### config.mk
export PLATFORM = sky130hd
export DESIGN_NAME = pending_reply_tracker_core
export DESIGN_NICKNAME = d
export VERILOG_FILES = /design/src/sv/prt_pkg.sv /design/src/sv/prt_pend_ram.sv /design/src/sv/prt_ctrl.sv /design/src/sv/pending_reply_tracker_core.sv
export SDC_FILE = /design/constraint.sdc
export NUM_CORES = 1
export LEC_CHECK = 0
export BUFFER_PORTS_ARGS = -buffer_cell sky130_fd_sc_hd__buf_2
export CORE_ASPECT_RATIO = 1.2
export CORE_MARGIN = 5
export CORE_UTILIZATION = 60
export CTS_CLUSTER_SIZE = 24
export DETAILED_ROUTE_END_ITERATION = 8
export MAX_ROUTING_LAYER = met4
export PLACE_DENSITY = 0.75
export SLEW_MARGIN = 20
export SYNTH_ARGS = -nofsm -noshare
export SYNTH_HDL_FRONTEND = slang
export SYNTH_SLANG_ARGS = --single-unit
### constraint.sdc
create_clock -name clk -period 10.6 [get_ports clk]
set_clock_uncertainty 0.05 [all_clocks]
set_input_delay 1.59 -clock clk [delete_from_list [all_inputs] [get_ports clk]]
set_output_delay 1.59 -clock clk [all_outputs]
set_load 0.02 [all_outputs]
### src/sv/prt_pkg.sv
// ----------------------------------------------------------------------------
// prt_pkg
// Types, codes and opcode tables of the pending reply tracker.
// ----------------------------------------------------------------------------
`timescale 1ns / 1ps
`default_nettype none

package prt_pkg;

	localparam int DEPTH = 16;
	localparam int IDX_W = $clog2(DEPTH);
	localparam int CNT_W = $clog2(DEPTH + 1);

	// item kinds
	localparam logic [1:0] OP_REQUEST = 2'd0;
	localparam logic [1:0] OP_REPLY   = 2'd1;
	localparam logic [1:0] OP_ERROR   = 2'd2;
	localparam logic [1:0] OP_EVENT   = 2'd3;

	// result status codes
	localparam logic [2:0] ST_NO_REPLY  = 3'd0;
	localparam logic [2:0] ST_QUEUED    = 3'd1;
	localparam logic [2:0] ST_MATCHED   = 3'd2;
	localparam logic [2:0] ST_UNMATCHED = 3'd3;
	localparam logic [2:0] ST_IGNORED   = 3'd4;
	localparam logic [2:0] ST_EVENT     = 3'd5;
	localparam logic [2:0] ST_FULL      = 3'd6;

	// code classes
	localparam logic [1:0] CLS_CORE     = 2'd0;
	localparam logic [1:0] CLS_EXTENDED = 2'd1;
	localparam logic [1:0] CLS_ILLEGAL  = 2'd2;

	// configuration register indexes
	localparam logic [1:0] CFG_MOVE_CUTOFF = 2'd0;
	localparam logic [1:0] CFG_SEQ_OFFSET  = 2'd1;

	localparam logic [16:0] MOVE_CUTOFF_RST = 17'h1FFFF;
	localparam logic [7:0]  ERR_CORE_LAST   = 8'd17;
	localparam logic [6:0]  EVT_CORE_FIRST  = 7'd2;
	localparam logic [6:0]  EVT_CORE_END    = 7'd35;

	typedef enum logic [1:0] {
		FSM_IDLE,
		FSM_SEARCH,
		FSM_SHIFT
	} prt_state_t;

	typedef struct packed {
		logic [1:0]  op;
		logic [7:0]  code;
		logic [15:0] seq;
	} prt_in_t;

	typedef struct packed {
		logic [2:0]  status;
		logic [6:0]  request_type;
		logic [15:0] out_seq;
		logic [1:0]  code_class;
	} prt_out_t;

	typedef struct packed {
		logic [15:0] seq;
		logic [6:0]  rtype;
	} prt_entry_t;

	typedef struct packed {
		logic               we;
		logic [IDX_W-1:0]   waddr;
		prt_entry_t         wdata;
		logic [IDX_W-1:0]   raddr;
	} prt_ram_req_t;

	typedef struct packed {
		logic signed [16:0] move_cutoff;
		logic [15:0]        seq_offset;
		logic               cutoff_disabled;
	} prt_cfg_t;

	function automatic logic expects_reply(input logic [7:0] c);
		return c inside {8'd3, 8'd14, 8'd15, 8'd16, 8'd17, 8'd20, 8'd21, 8'd23, 8'd26,
			8'd31, 8'd38, 8'd39, 8'd40, 8'd43, 8'd44, 8'd47, 8'd48, 8'd49, 8'd50,
			8'd52, 8'd73, 8'd83, 8'd84, 8'd85, 8'd86, 8'd87, 8'd91, 8'd92, 8'd97,
			8'd98, 8'd99, 8'd101, 8'd103, 8'd106, 8'd108, 8'd110, 8'd116, 8'd117,
			8'd118, 8'd119};
	endfunction

	function automatic logic [1:0] request_class(input logic [7:0] c);
		logic [1:0] r;
		if (c == 8'd0 || c[7])
			r = CLS_EXTENDED;
		else if (c inside {[8'd120:8'd126]})
			r = CLS_ILLEGAL;
		else
			r = CLS_CORE;
		return r;
	endfunction

	function automatic logic [1:0] error_class(input logic [7:0] c);
		return (c != 8'd0 && c <= ERR_CORE_LAST) ? CLS_CORE : CLS_EXTENDED;
	endfunction

	function automatic logic [1:0] event_class(input logic [7:0] c);
		return (c[6:0] >= EVT_CORE_FIRST && c[6:0] < EVT_CORE_END) ? CLS_CORE : CLS_EXTENDED;
	endfunction

endpackage

`default_nettype wire

### src/sv/prt_pend_ram.sv
// ----------------------------------------------------------------------------
// prt_pend_ram
// Pending request store: one write port, one registered read port.
// ----------------------------------------------------------------------------
`timescale 1ns / 1ps
`default_nettype none

module prt_pend_ram (
	input  wire logic                 clk,
	input  wire prt_pkg::prt_ram_req_t req,
	output prt_pkg::prt_entry_t       rdata
);

	prt_pkg::prt_entry_t mem [prt_pkg::DEPTH];

	always_ff @(posedge clk) begin
		if (req.we)
			mem[req.waddr] <= req.wdata;
	end

	always_ff @(posedge clk) begin
		rdata <= mem[req.raddr];
	end

endmodule

`default_nettype wire

### src/sv/prt_ctrl.sv
// ----------------------------------------------------------------------------
// prt_ctrl
// Sequencer: request queuing, oldest-first search and shift-down removal.
// ----------------------------------------------------------------------------
`timescale 1ns / 1ps
`default_nettype none

module prt_ctrl (
	input  wire logic                 clk,
	input  wire logic                 arst_n,
	input  wire logic                 start,
	input  wire prt_pkg::prt_in_t     item,
	input  wire prt_pkg::prt_cfg_t    cfg,
	output logic                      busy,
	output logic                      done,
	output prt_pkg::prt_out_t         result,
	output logic                      wrap,
	output prt_pkg::prt_ram_req_t     ram_req,
	input  wire prt_pkg::prt_entry_t  ram_rdata
);

	localparam int IDX_W = prt_pkg::IDX_W;
	localparam int CNT_W = prt_pkg::CNT_W;

	prt_pkg::prt_state_t state_q, state_d;
	logic [15:0]      seq_cnt_q, seq_cnt_d;
	logic [CNT_W-1:0] count_q, count_d;
	logic [IDX_W-1:0] idx_q, idx_d;
	logic             done_q, done_d;
	prt_pkg::prt_in_t  item_q, item_d;
	logic [6:0]       hit_type_q, hit_type_d;
	prt_pkg::prt_out_t result_q, result_d;

	logic [CNT_W-1:0]   idx_p1, idx_p2;
	logic signed [16:0] cut, seq_s;

	// result of a kept reply or error
	function automatic prt_pkg::prt_out_t close_res(input prt_pkg::prt_in_t it,
			input logic [15:0] offset, input logic hit, input logic [6:0] rtype);
		prt_pkg::prt_out_t r;
		r.status       = hit ? prt_pkg::ST_MATCHED : prt_pkg::ST_UNMATCHED;
		r.request_type = hit ? rtype : 7'd0;
		r.out_seq      = it.seq + offset;
		if (it.op == prt_pkg::OP_REPLY)
			r.code_class = (hit && prt_pkg::expects_reply({1'b0, rtype})) ?
				prt_pkg::CLS_CORE : prt_pkg::CLS_EXTENDED;
		else
			r.code_class = prt_pkg::error_class(it.code);
		return r;
	endfunction

	assign idx_p1 = CNT_W'(idx_q) + CNT_W'(1);
	assign idx_p2 = CNT_W'(idx_q) + CNT_W'(2);
	assign cut    = cfg.cutoff_disabled ? -17'sd1 : cfg.move_cutoff;
	assign seq_s  = signed'({1'b0, item.seq});

	always_comb begin
		state_d       = state_q;
		seq_cnt_d     = seq_cnt_q;
		count_d       = count_q;
		idx_d         = idx_q;
		item_d        = item_q;
		hit_type_d    = hit_type_q;
		result_d      = result_q;
		done_d        = 1'b0;
		wrap          = 1'b0;
		ram_req       = '0;
		ram_req.raddr = idx_p1[IDX_W-1:0];

		case (state_q)
			prt_pkg::FSM_IDLE: begin
				if (start) begin
					item_d   = item;
					result_d = '0;
					case (item.op)
						prt_pkg::OP_REQUEST: begin
							seq_cnt_d           = seq_cnt_q + 16'd1;
							wrap                = (seq_cnt_d == 16'd0);
							done_d              = 1'b1;
							result_d.out_seq    = seq_cnt_d;
							result_d.code_class = prt_pkg::request_class(item.code);
							result_d.status     = prt_pkg::ST_NO_REPLY;
							if (prt_pkg::expects_reply(item.code)) begin
								if (count_q != CNT_W'(prt_pkg::DEPTH)) begin
									ram_req.we          = 1'b1;
									ram_req.waddr       = count_q[IDX_W-1:0];
									ram_req.wdata.seq   = seq_cnt_d;
									ram_req.wdata.rtype = item.code[6:0];
									count_d             = count_q + CNT_W'(1);
									result_d.status     = prt_pkg::ST_QUEUED;
								end else begin
									result_d.status = prt_pkg::ST_FULL;
								end
							end
						end
						prt_pkg::OP_REPLY, prt_pkg::OP_ERROR: begin
							if (seq_s <= cut) begin
								done_d          = 1'b1;
								result_d.status = prt_pkg::ST_IGNORED;
							end else if (count_q == '0) begin
								done_d   = 1'b1;
								result_d = close_res(item, cfg.seq_offset, 1'b0, 7'd0);
							end else begin
								state_d       = prt_pkg::FSM_SEARCH;
								idx_d         = '0;
								ram_req.raddr = '0;
							end
						end
						default: begin
							done_d = 1'b1;
							if (seq_s < cut) begin
								result_d.status = prt_pkg::ST_IGNORED;
							end else begin
								result_d.status     = prt_pkg::ST_EVENT;
								result_d.out_seq    = item.seq + cfg.seq_offset;
								result_d.code_class = prt_pkg::event_class(item.code);
							end
						end
					endcase
				end
			end
			prt_pkg::FSM_SEARCH: begin
				// ram_rdata holds entry idx_q; entry idx_q+1 is being read
				if (ram_rdata.seq == item_q.seq) begin
					hit_type_d = ram_rdata.rtype;
					if (idx_p1 == count_q) begin
						done_d   = 1'b1;
						result_d = close_res(item_q, cfg.seq_offset, 1'b1, ram_rdata.rtype);
						count_d  = count_q - CNT_W'(1);
						state_d  = prt_pkg::FSM_IDLE;
					end else begin
						state_d = prt_pkg::FSM_SHIFT;
					end
				end else if (idx_p1 == count_q) begin
					done_d   = 1'b1;
					result_d = close_res(item_q, cfg.seq_offset, 1'b0, 7'd0);
					state_d  = prt_pkg::FSM_IDLE;
				end else begin
					idx_d = idx_p1[IDX_W-1:0];
				end
			end
			prt_pkg::FSM_SHIFT: begin
				// ram_rdata holds entry idx_q+1, moved down to idx_q
				ram_req.we    = 1'b1;
				ram_req.waddr = idx_q;
				ram_req.wdata = ram_rdata;
				if (idx_p2 == count_q) begin
					done_d   = 1'b1;
					result_d = close_res(item_q, cfg.seq_offset, 1'b1, hit_type_q);
					count_d  = count_q - CNT_W'(1);
					state_d  = prt_pkg::FSM_IDLE;
				end else begin
					ram_req.raddr = idx_p2[IDX_W-1:0];
					idx_d         = idx_p1[IDX_W-1:0];
				end
			end
			default: begin
				state_d = prt_pkg::FSM_IDLE;
			end
		endcase
	end

	always_ff @(posedge clk or negedge arst_n) begin
		if (!arst_n) begin
			state_q   <= prt_pkg::FSM_IDLE;
			seq_cnt_q <= '0;
			count_q   <= '0;
			idx_q     <= '0;
			done_q    <= 1'b0;
		end else begin
			state_q   <= state_d;
			seq_cnt_q <= seq_cnt_d;
			count_q   <= count_d;
			idx_q     <= idx_d;
			done_q    <= done_d;
		end
	end

	always_ff @(posedge clk) begin
		item_q     <= item_d;
		hit_type_q <= hit_type_d;
		result_q   <= result_d;
	end

	assign busy   = (state_q != prt_pkg::FSM_IDLE);
	assign done   = done_q;
	assign result = result_q;

endmodule

`default_nettype wire

### src/sv/pending_reply_tracker_core.sv
// ----------------------------------------------------------------------------
// pending_reply_tracker_core
// Tracks outstanding requests that expect replies and matches replies.
// ----------------------------------------------------------------------------
// Usage:
//  - Items enter on item when start is high and busy is low. Each item
//    produces exactly one result on result, marked by a one-cycle done
//    strobe; the receiver always takes it, there is no back-pressure.
//  - Requests, events and ignored replies/errors: busy stays low, the
//    result shows in the cycle after the transfer, and a new item may
//    follow immediately.
//  - Kept replies/errors walk the pending store one entry per cycle
//    (oldest first) and then shift later entries down one per cycle on a
//    hit. busy stays high meanwhile; the result comes as busy falls, and
//    the next item can transfer once busy is low. With an empty store the
//    result comes the next cycle.
//  - The store's single read and write ports set this pace.
//  - Configuration: cfg_valid/cfg_ready transfer, cfg_index 0 is
//    move_cutoff (also re-arms the cutoff), 1 is seq_offset, others are
//    dropped. cfg_ready is always high; write only while idle.
//  - Reset clears counter, fill count and cutoff state; store contents
//    stay undefined and are never used past the fill count.
// ----------------------------------------------------------------------------
`timescale 1ns / 1ps
`default_nettype none

module pending_reply_tracker_core (
	input  wire logic              clk,
	input  wire logic              arst_n,
	input  wire logic              start,
	output logic                   busy,
	input  wire prt_pkg::prt_in_t  item,
	output logic                   done,
	output prt_pkg::prt_out_t      result,
	input  wire logic              cfg_valid,
	output logic                   cfg_ready,
	input  wire logic [1:0]        cfg_index,
	input  wire logic [16:0]       cfg_data
);

	logic [16:0] move_cutoff_q;
	logic [15:0] seq_offset_q;
	logic        cutoff_dis_q;
	logic        wrap;
	logic        cfg_wr;

	prt_pkg::prt_cfg_t     cfg;
	prt_pkg::prt_ram_req_t ram_req;
	prt_pkg::prt_entry_t   ram_rdata;

	assign cfg_ready = 1'b1;
	assign cfg_wr    = cfg_valid && cfg_ready;

	// register file; a counter wrap disables the cutoff until it is rewritten
	always_ff @(posedge clk or negedge arst_n) begin
		if (!arst_n) begin
			move_cutoff_q <= prt_pkg::MOVE_CUTOFF_RST;
			seq_offset_q  <= '0;
			cutoff_dis_q  <= 1'b0;
		end else begin
			if (wrap)
				cutoff_dis_q <= 1'b1;
			if (cfg_wr) begin
				case (cfg_index)
					prt_pkg::CFG_MOVE_CUTOFF: begin
						move_cutoff_q <= cfg_data;
						cutoff_dis_q  <= 1'b0;
					end
					prt_pkg::CFG_SEQ_OFFSET: begin
						seq_offset_q <= cfg_data[15:0];
					end
					default: begin
					end
				endcase
			end
		end
	end

	assign cfg.move_cutoff     = signed'(move_cutoff_q);
	assign cfg.seq_offset      = seq_offset_q;
	assign cfg.cutoff_disabled = cutoff_dis_q;

	prt_ctrl u_ctrl (
		.clk       (clk),
		.arst_n    (arst_n),
		.start     (start),
		.item      (item),
		.cfg       (cfg),
		.busy      (busy),
		.done      (done),
		.result    (result),
		.wrap      (wrap),
		.ram_req   (ram_req),
		.ram_rdata (ram_rdata)
	);

	prt_pend_ram u_ram (
		.clk   (clk),
		.req   (ram_req),
		.rdata (ram_rdata)
	);

endmodule

`default_nettype wire

==> flow_metrics.py <==
metrics = {
    "flow_run": {
        "maxCapViolations": 0,
    },
    "power_and_ir_drop": {
        "p_leak_nw": 8.77,
        "intPower_mw": 4.11,
        "vdd_drop_max_mv": 0.245,
        "powerDensity_nw_per_um2": 241,
        "clock_power_share": 0.270,
        "swShare": 0.344,
        "sequentialPowerShare": 0.405,
        "total_power_mw": 6.26,
        "power_switching_mw": 2.15,
        "combPwrFrac": 0.325,
    },
    "sta": {
        "min_period_over_period": 0.526,
        "max-slew-margin-rel": 0.253,
        "finalSetupTns_ns": 0,
        "fin_crit_ns": 5.58,
        "setup_viol": 0,
        "holdWs_ns": 0.436,
        "rsz0062_at_grt": "no",
        "hold_viol": 0,
        "tightest_slew_ns": 1.12,
        "drv_slew": 0,
        "fmax_ghz": 0.179,
    },
    "logic_synthesis": {
        "async_flop_share": 0.121,
        "postSynthCellCount": 1801,
        "postSynthAreaPerCell_um2": 13.0,
        "seq_area_frac_synth": 0.637,
        "synth.top_cell.area_share": 0.550,
        "synth_edf_count": 429,
        "netlist_area_um2": 23400,
        "syn_nets": 1913,
        "yosysWarnings": 0,
        "synthDistinctLibCells": 81,
        "synth_seq_cells": 514,
        "netlist_top_cells_area": "edfxtp_1 (55%), dfrtp_1 (4.8%), mux2i_1 (3.9%), a221oi_1 (3.4%), ha_1 (3.2%)",
        "synth_area_leader_cell": "edfxtp_1",
        "ys.flop_type": "edfxtp_1",
    },
    "setup_path": {
        "critical-path-slowest-cell": "buf_4",
        "cp.arrival_ns": 5.97,
        "path_max_fanout": 113,
        "reg2reg_slack_ns": 5.19,
        "critPathRequiredTime_ns": 10.99,
        "path_cells": "buf_2 -> ha_1 -> a21oi_1 -> o21ai_0 -> a22oi_1 -> nand4b_2 -> nand4_4 -> o211ai_2 -> nand2_8 -> buf_4 -> mux2i_1 -> a221oi_1 -> or4_1",
        "cp-start-kind": "primary input",
        "critPathTopFamily": "simple AND/OR/NAND/NOR gates",
        "worst_setup_path_end_kind": "register",
        "path_class": "primary input to register",
        "max_stage_delay_ns": 0.82,
        "critical_path_buf_inv_count": 2,
    },
    "route": {
        "drt_iter0_drc": 1687,
        "num_vias": 15400,
        "dr.pass1.iters": 5,
        "routedWlPerCell_um": 23.0,
        "totalWireLength_um": 55800,
        "ant_nets": 0,
        "via_per_inst": 6.32,
        "drc": 0,
    },
    "clocking": {
        "cts_root_buffer": "clkbuf_16",
        "hold_buffers": 0,
        "numCtsBuffers": 48,
        "clkSinkCount": 514,
        "cts_tree": "built",
        "cts_buffer_depth": 3,
        "clkLatencyLatePin_ns": 0.57,
        "cts_max_level": 2,
        "clk_pin_slew_ns": 0.07,
        "post_cts_buffers": 0,
        "cts_resized": 0,
    },
    "cells_and_area": {
        "num_antenna_cells": 0,
        "area_delta_synth_final_pct": 10.8,
        "nFillCells": 2669,
        "utilization": 0.671,
        "drive_gt1_frac": 0.150,
        "final_common_cell": "edfxtp_1",
        "layout_common_cells": "edfxtp_1 (429), nand2_1 (172), a21oi_1 (143)",
        "final_nets": 1979,
    },
    "place": {
        "dp_hpwl_um": 34300,
        "numPortBuffers": 78,
        "gp_routability_congestion": 0.951,
    },
    "die": {
        "initial_core_util": 0.605,
        "row_count": 79,
        "die_y_um": 226,
        "dieWidth_um": 190,
        "ios": 80,
        "placeableCoreArea_um2": 38600,
        "fp.dieArea_um2": 43100,
    },
    "min_path": {
        "hp-class": "register to register",
    },
    "global_route": {
        "grt_max_degree": 114,
        "grt_overflow_total": 0,
        "grt_pass1_vias": 15000,
        "grt_pass1_wl_um": 86000,
        "antenna_found_initial": 0,
        "grt_usage": 0.265,
    },
    "run_status": {
        "outcome": "complete, no violations",
    },
}
flip-flops by register name (all words and copies together) (netlist names):
signal and count:
u_ctrl.item_q 26, u_ctrl.hit_type_q 7, cutoff_dis_q 1, u_ctrl.idx_q 4, u_ctrl.count_q 5, move_cutoff_q 17, u_ram.mem 368, u_ctrl.seq_cnt_q 16
u_ctrl.result 28, u_ram.rdata 23, u_ctrl.state_q 2, u_ctrl.done 1, seq_offset_q 16
synthesized netlist by cell type, types with 8 or more instances:
cell type    n
a21o_1      14
and3_1       8
nor2_1     113
dfrtp_1     45
nor3_1      25
a22o_1      15
edfxtp_1   429
a31oi_1     15
mux2i_1     91
nor2b_1     12
or4_1       22
dfxtp_1     23
o211ai_1     8
mux2_2      39
clkbuf_1    63
buf_2       31
o21ai_0     52
nand3_1     25
nand4_1     10
nand2b_1    19
a22oi_1     17
a221oi_1    92
xnor2_1     57
xor2_1      28
a21oi_1    143
o22ai_1     16
dfstp_2     17
ha_1        60
inv_1       30
nand2_1    172
layer usage:
| layer | up-vias | share of wire | global-route usage |
|---|---|---|---|
| met5 | - | 0 | - |
| met4 | 0 | 0.029 | 0.0762 |
| met3 | 119 | 0.073 | 0.0382 |
| met2 | 653 | 0.50 | 0.439 |
| met1 | 7586 | 0.40 | 0.347 |
| li1 | 7017 | - | - |
stage by stage:
step | area [um^2] | setup slack [ns] | cells
after floorplan | 23400 | 5.41 | 1801
final | 25900 | 5.02 | 2431
after global routing | 25900 | 4.81 | 2431
after CTS | 25900 | 5.12 | 2431
after detailed placement | 24400 | 4.53 | 2343
after global placement | 24400 | 4.63 | 2343
worst paths after layout:
path	endpoint	depth (start not counted)	startpoint
worst max-delay path	u_ram.rdata[15]	13	item[4]
worst min-delay path	u_ctrl.seq_cnt_q[15]	1	u_ctrl.seq_cnt_q[15]
worst max register to register	u_ram.rdata[15]	13	cutoff_dis_q
worst min register to register	u_ctrl.seq_cnt_q[15]	1	u_ctrl.seq_cnt_q[15]
max in group asynchronous	seq_offset_q[1]	2	arst_n
min in group asynchronous	u_ctrl.count_q[4]	2	arst_n
cell type report:
| type | count | area (um^2) | area share |
|---|---|---|---|
| clock buffer | 62 | 1280 | 0.0496 |
| multi-input combinational | 1150 | 7980 | 0.308 |
| clock inverter | 26 | 251 | 0.00970 |
| sequential | 514 | 14900 | 0.575 |
| tap | 526 | 658 | 0.0254 |
| timing repair buffer | 122 | 721 | 0.0278 |
| inverter | 31 | 116 | 0.00449 |
worst register-to-register path, delay by kind of cell, from the launching register on:
family / cells / cell delay, ns
DFF: 1 / 0.83
muxes: 1 / 0.40
adders and majority gates: 1 / 0.33
AOI/OAI and AO/OA: 5 / 0.98
and+or+nand+nor: 5 / 1.72
buffers and inverters: 1 / 0.99
logic make-up (layout without fill, tap and decap cells):
group                      after synthesis  in the layout  synth area share
AOI/OAI and AO/OA                      428            428             0.124
xor gates and xnor gates                85             85            0.0318
adders and majority gates               63             63            0.0346
buffers and inverters                  137            241            0.0246
DFF                                    514            514             0.637
muxes                                  130            130            0.0577
other                                    1              1          0.000160
and+or+nand+nor                        443            443            0.0893
power by group through the flow:
stage          combinational [mW]  sequential, mW  clock, mW
6_report                     2.03            2.54       1.69
5_1_grt                      2.23            2.56       1.80
4_1_cts                      2.03            2.53       1.71
3_5_place_dp                 2.01            2.57          0
3_3_place_gp                 1.95            2.57          0
2_1_floorplan                1.54            2.54          0
(Power assumes the default switching activity.)
